File: src/rtl/gtsw_div.sv
// gtsw_div: pipelined restoring divider, one quotient bit per register stage
// depends on nothing; a zero divisor gives an all-ones quotient

module gtsw_div #(
	parameter int unsigned NW = 21,
	parameter int unsigned DW = 17
) (
	input  logic          clk,
	input  logic          en,
	input  logic [NW-1:0] num,
	input  logic [DW-1:0] den,
	output logic [NW-1:0] quo
);

	logic [DW-1:0] rem_s [NW];
	logic [NW-1:0] num_s [NW];
	logic [NW-1:0] quo_s [NW];
	logic [DW-1:0] den_s [NW];

	for (genvar i = 0; i < NW; i++) begin : g_stage
		logic [DW-1:0] rem_in;
		logic [NW-1:0] num_in;
		logic [NW-1:0] quo_in;
		logic [DW-1:0] den_in;
		logic [DW:0]   trial;
		logic          take;

		if (i == 0) begin : g_first
			assign rem_in = '0;
			assign num_in = num;
			assign quo_in = '0;
			assign den_in = den;
		end else begin : g_next
			assign rem_in = rem_s[i-1];
			assign num_in = num_s[i-1];
			assign quo_in = quo_s[i-1];
			assign den_in = den_s[i-1];
		end

		assign trial = {rem_in, num_in[NW-1]};
		assign take = trial >= {1'b0, den_in};

		always_ff @(posedge clk) begin
			if (en) begin
				rem_s[i] <= take ? DW'(trial - {1'b0, den_in}) : trial[DW-1:0];
				num_s[i] <= {num_in[NW-2:0], 1'b0};
				quo_s[i] <= {quo_in[NW-2:0], take};
				den_s[i] <= den_in;
			end
		end
	end

	assign quo = quo_s[NW-1];

endmodule

File: config.mk
export PLATFORM = sky130hd
export DESIGN_NAME = gtsw_div
export DESIGN_NICKNAME = d
export VERILOG_FILES = /design/src/rtl/gtsw_div.sv
export SDC_FILE = /design/constraint.sdc
export NUM_CORES = 2
export LEC_CHECK = 0
export BUFFER_PORTS_ARGS = -buffer_cell sky130_fd_sc_hd__buf_2
export CELL_PAD_IN_SITES_DETAIL_PLACEMENT = 1
export CELL_PAD_IN_SITES_GLOBAL_PLACEMENT = 2
export CORE_UTILIZATION = 40
export CTS_CLUSTER_SIZE = 10
export DETAILED_ROUTE_END_ITERATION = 16
export PLACE_DENSITY = 0.69
export SLEW_MARGIN = 20
export SYNTH_ARGS = -nofsm -noshare
export SYNTH_HDL_FRONTEND = slang
export SYNTH_SLANG_ARGS = --single-unit
File: constraint.sdc
create_clock -name clk -period 8.5 [get_ports clk]
set_input_delay 0.425 -clock clk [delete_from_list [all_inputs] [get_ports clk]]
set_output_delay 0.425 -clock clk [all_outputs]
set_load 0.1 [all_outputs]
Word level (Yosys, flattened, before mapping)
Memory sizes are Yosys's and may differ from the RTL's.
Cells that the tools add are included.
- flip-flop bits (word level): 0
- RAM bits: 1575
- input bits: 40
- word-level logic and storage cells: 69
- memories kept: 4
- memory list (memory ; depth ; bits a word ; rd ports ; clocked after Yosys merged registers in ; wr ports ; line ; text):
    quo_s ; 21 ; 21 ; 21 ; 0 ; 21 ; 17 ; logic [NW-1:0] quo_s [NW];
    num_s ; 21 ; 20 ; 20 ; 0 ; 21 ; 16 ; logic [NW-1:0] num_s [NW];
    den_s ; 21 ; 17 ; 20 ; 0 ; 21 ; 18 ; logic [DW-1:0] den_s [NW];
    rem_s ; 21 ; 17 ; 20 ; 0 ; 21 ; 15 ; logic [DW-1:0] rem_s [NW];
- add/subtract/negate cells: 21
- order comparisons: 21
- mux-type cells: 23
- operator list (operator ; number):
    >= comparator 18 x 17 -> 1 bit ; 20
    two-way mux 17 bit ; 21
    subtractor 17 bit ; 20
    >= comparator 1 x 17 -> 1 bit ; 1
    subtractor 1 x 17 -> 17 bit ; 1
    two-way mux 1 bit ; 2

Logic depth before layout (Yosys ltp)
An unclocked memory read counts as a cell.
- depth after elaboration: 3
- depth in mapped cells: 15
- mapped depth without buffers: 13

Worst setup path after synthesis
OpenSTA, ideal clock, no wires.
- path kind: reg2reg
- from: memory num_s[3][79] (netlist name)
- to: memory rem_s[16][12], in the netlist rem_s[4][12] (data pin)
- library setup time: 0.260 ns
- data arrival time: 3.198 ns
- slack: 5.041 ns
- cell stages (with the launch flop): 14
- buffers on the path: 1
- period minus slack after synthesis: 3.459 ns
- cell sequence: edfxtp_1 > inv_1 > ha_1 > inv_1 > fa_1 > a21oi_2 > o21ai_2 > a2111oi_4 > o31ai_2 > a221oi_4 > a21oi_1 > or4_4 > buf_6 > mux2_4
- RTL lines (element ; line):
    start: declaration ; 16
    end: declaration ; 15

==> impl_metrics.yaml <==
yosys:
  syn_avg_cell_area_um2: 13.44
  synth_top_flop_cell: "sky130_fd_sc_hd__edfxtp_1"
  synth_async_sr_flop_share_pct: 0
  biggest_area_consumer_among_synthesized_cells: "sky130_fd_sc_hd__edfxtp_1"
  synth-seq-area-share_pct: 63.59
  synth_enable_flop_cells: 1121
  netlist_area_mm2: 0.05294
  synth_cell_type_count: 77
  count_leader_synth: "sky130_fd_sc_hd__edfxtp_1"
  synthesis.nets: 4340
  top_area_cell_type_share_of_the_netlist_area_pct: 63.59
  synth.ff_latch_count: 1121
  yosysWarningCount: 0
  synthTopCellsByCount: "sky130_fd_sc_hd__edfxtp_1 (1,121), sky130_fd_sc_hd__inv_1 (429), sky130_fd_sc_hd__ha_1 (342)"
  synthesis.instances: 3939
  ys_top_cells_by_area: "sky130_fd_sc_hd__edfxtp_1 (64%), sky130_fd_sc_hd__ha_1 (8.1%), sky130_fd_sc_hd__inv_1 (3.0%)"
detailed_routing:
  drcViolationCount: 0
  detailroute.via_count: 29900
  vias_per_cell: 5.022
  number_of_iterations_in_the_first_detailed_routing_pass: 4
  post_drt_wl_per_cell_um: 18.25
  drt_iter0_drc: 1657
  drt.antenna.violating_nets: 0
  routed_wirelength_um: 108700
timing:
  setup-tns-final_ns: 0
  fin_worst_setup_slack_ns: 4.357
  endpoints_failing_hold: 0
  report.final.setup_viol: 0
  final-max-slew-violation-count: 0
  timing.clock.skew_ns: 0.02151
  relSlewSlack_pct: 30.02
  fmax_mhz: 241.4
  rsz0062_at_grt: "false"
  layout_min_cycle_time_ns: 4.143
  max_slew.worst_pin.slew_ns: 1.050
  final.period_utilization_pct: 48.74
die:
  start_util_pct: 40.27
  fp-row-count: 133
  design.core.area_mm2: 0.1315
  die-height_um: 365.8
  die_w_um: 365.8
  design.die.area_mm2: 0.1338
  floorplan.io_pins: 61
setup_path:
  path_buf_inv: 3
  worstPathCellList: "inv_1 > ha_1 > inv_1 > fa_1 > a21oi_1 > o221ai_1 > a221oi_1 > a21bo_2 > a21oi_1 > nor2_1 > a2111oi_4 > buf_4 > mux2_2"
  cp.arrival_ns: 4.64
  crit_type: "flip-flop to flip-flop"
  critical_path.slowest_cell: "sky130_fd_sc_hd__a221oi_1"
  cp-start-kind: "flip-flop"
  critPathMaxStageDelay_ns: 0.67
  timing.critical_path.to_type: "flip-flop"
  timing.critical_path.required_ns: 9.00
  timing.critical_path.fanout_max: 32
  timing.critical_path.max_delay_family: "compound AO/OA/AOI/OAI gates"
  r2r_slack_ns: 4.36
finish:
  regArea_mm2: 0.03366
  filler_cell_count: 13380
  finish.net_count: 4542
  diodes: 0
  multi_input_comb_area_mm2: 0.01746
  layout-drive-gt1-share_pct: 10.26
  area.growth.synth_to_final_pct: 12.95
hold_path:
  timing.hold.worst.class: "input pin to flip-flop"
power:
  power.static_leakage_nw: 23.43
  max_vdd_drop_mv: 0.1919
  powerDensity_mw_per_mm2: 356.8
clocking:
  cts_made_buffers: 137
  h_tree_level_count: 4
  clock_tree_from_tritoncts: "built"
  ctsRootBufferMaster: "sky130_fd_sc_hd__clkbuf_16"
  number_of_buffers_on_the_longest_clock_path: 3
  cts_setup_buffers: 0
  cts.sinks: 1121
  clkLatencyLatePin_ns: 0.75
  clk_transition_reported_paths_ns: 0.05
global_route:
  grt_antenna_before_repair: 1
  grt_remaining_overflow: 0
  grt_pass1_wl_um: 173600
  gr-usage-all-layers_pct: 16.36
  grt_start_max_net_pins: 177
  number_of_global_route_vias_before_repair: 31130
placement:
  preCtsSetupSlack_ns: 4.229
  numPortBuffers: 60
  dp.final_hpwl_um: 77810
  routabilityCongestion: 0.8170
status:
  run_status: "complete, no violations"
flow_run:
  max_cap_viol_count: 0
[flip-flops by register name (all words and copies together) (netlist names)]
signal / count
quo_s: 231
rem_s: 340
den_s: 340
num_s: 210
[cell families (layout without fill, tap and decap cells)]
kind of cell	after synthesis	count (layout)	share of synthesized area (%)
adders and majority gates	361	361	8.802
DFF	1121	1121	63.59
and+or+nand+nor	701	701	6.342
buffers and inverters	492	752	3.550
AOI/OAI and AO/OA	844	844	10.05
xor gates and xnor gates	268	268	4.434
muxes	152	152	3.229
[worst paths after layout]
path,from,endpoint,depth (start not counted)
setup / recovery,num_s[1][19],rem_s[1][18],13
hold / removal,en,rem_s[0][14],1
setup reg to reg,num_s[1][19],rem_s[1][18],13
hold reg to reg,quo_s[0][148],quo_s[1][2],0
[cells in the final DEF, fill, tap and decap left out, drive strengths merged, types with 37 or more instances in the layout]
cell	instances
edfxtp	1121
inv	434
ha	342
nand2	261
a21oi	244
o21ai	234
xnor2	171
clkbuf	168
mux2	138
nor2	131
a21o	129
xor2	97
buf	86
nor3	51
nand4	47
nand3	40
dlygate4sd3	38
o21bai	37
[layout make-up]
cell class                      count  share of cell area, %
Inverter                          431                  2.706
Tap cell                         1755                  3.673
Timing Repair Buffer              124                  1.565
Clock inverter                     29                 0.3809
Clock buffer                      168                  6.177
Sequential cell                  1121                  56.30
Multi-Input combinational cell   2326                  29.20
[power by group]
group | internal, mW | leakage [nW] | switching (mW)
combinational | 3.43 | 10.6 | 4.25
sequential | 7.76 | 11.0 | 0.666
clock | 3.09 | 1.92 | 2.14
total | 14.3 | 23.4 | 7.06
[per-stage QoR]
| step | utilization (%) | hold WS (ns) | std cells | area, um2 | total power, mW |
|---|---|---|---|---|---|
| floorplan | - | 0.4003 | 3939 | 52940 | 14.17 |
| global placement | 42.20 | 0.4003 | 5719 | 55480 | 16.17 |
| detailed placement | 42.20 | 0.4052 | 5719 | 55480 | 16.27 |
| CTS | 45.47 | 0.2397 | 5954 | 59780 | 21.69 |
| global route | 45.48 | 0.2555 | 5954 | 59790 | 22.87 |
| finish | 45.48 | 0.2191 | 5954 | 59790 | 21.33 |
[metal layers]
layer / vias up / track usage, % / wire [um] / share of wire, %
met5: - / 0 / 0 / 0
met4: 0 / 4.557 / 2101 / 1.9
met3: 154 / 3.109 / 3271 / 3.0
met2: 271 / 26.63 / 51300 / 47
met1: 14570 / 22.29 / 51980 / 48
li1: 14900 / - / - / -
[what timing repair did]
| action | in CTS | in global routing |
|---|---|---|
| hold buffers | 38 | 0 |
| hold endpoints to repair | 38 | 0 |
| resized for setup | 0 | 0 |
Note: power is estimated with default switching activity, not from simulation.
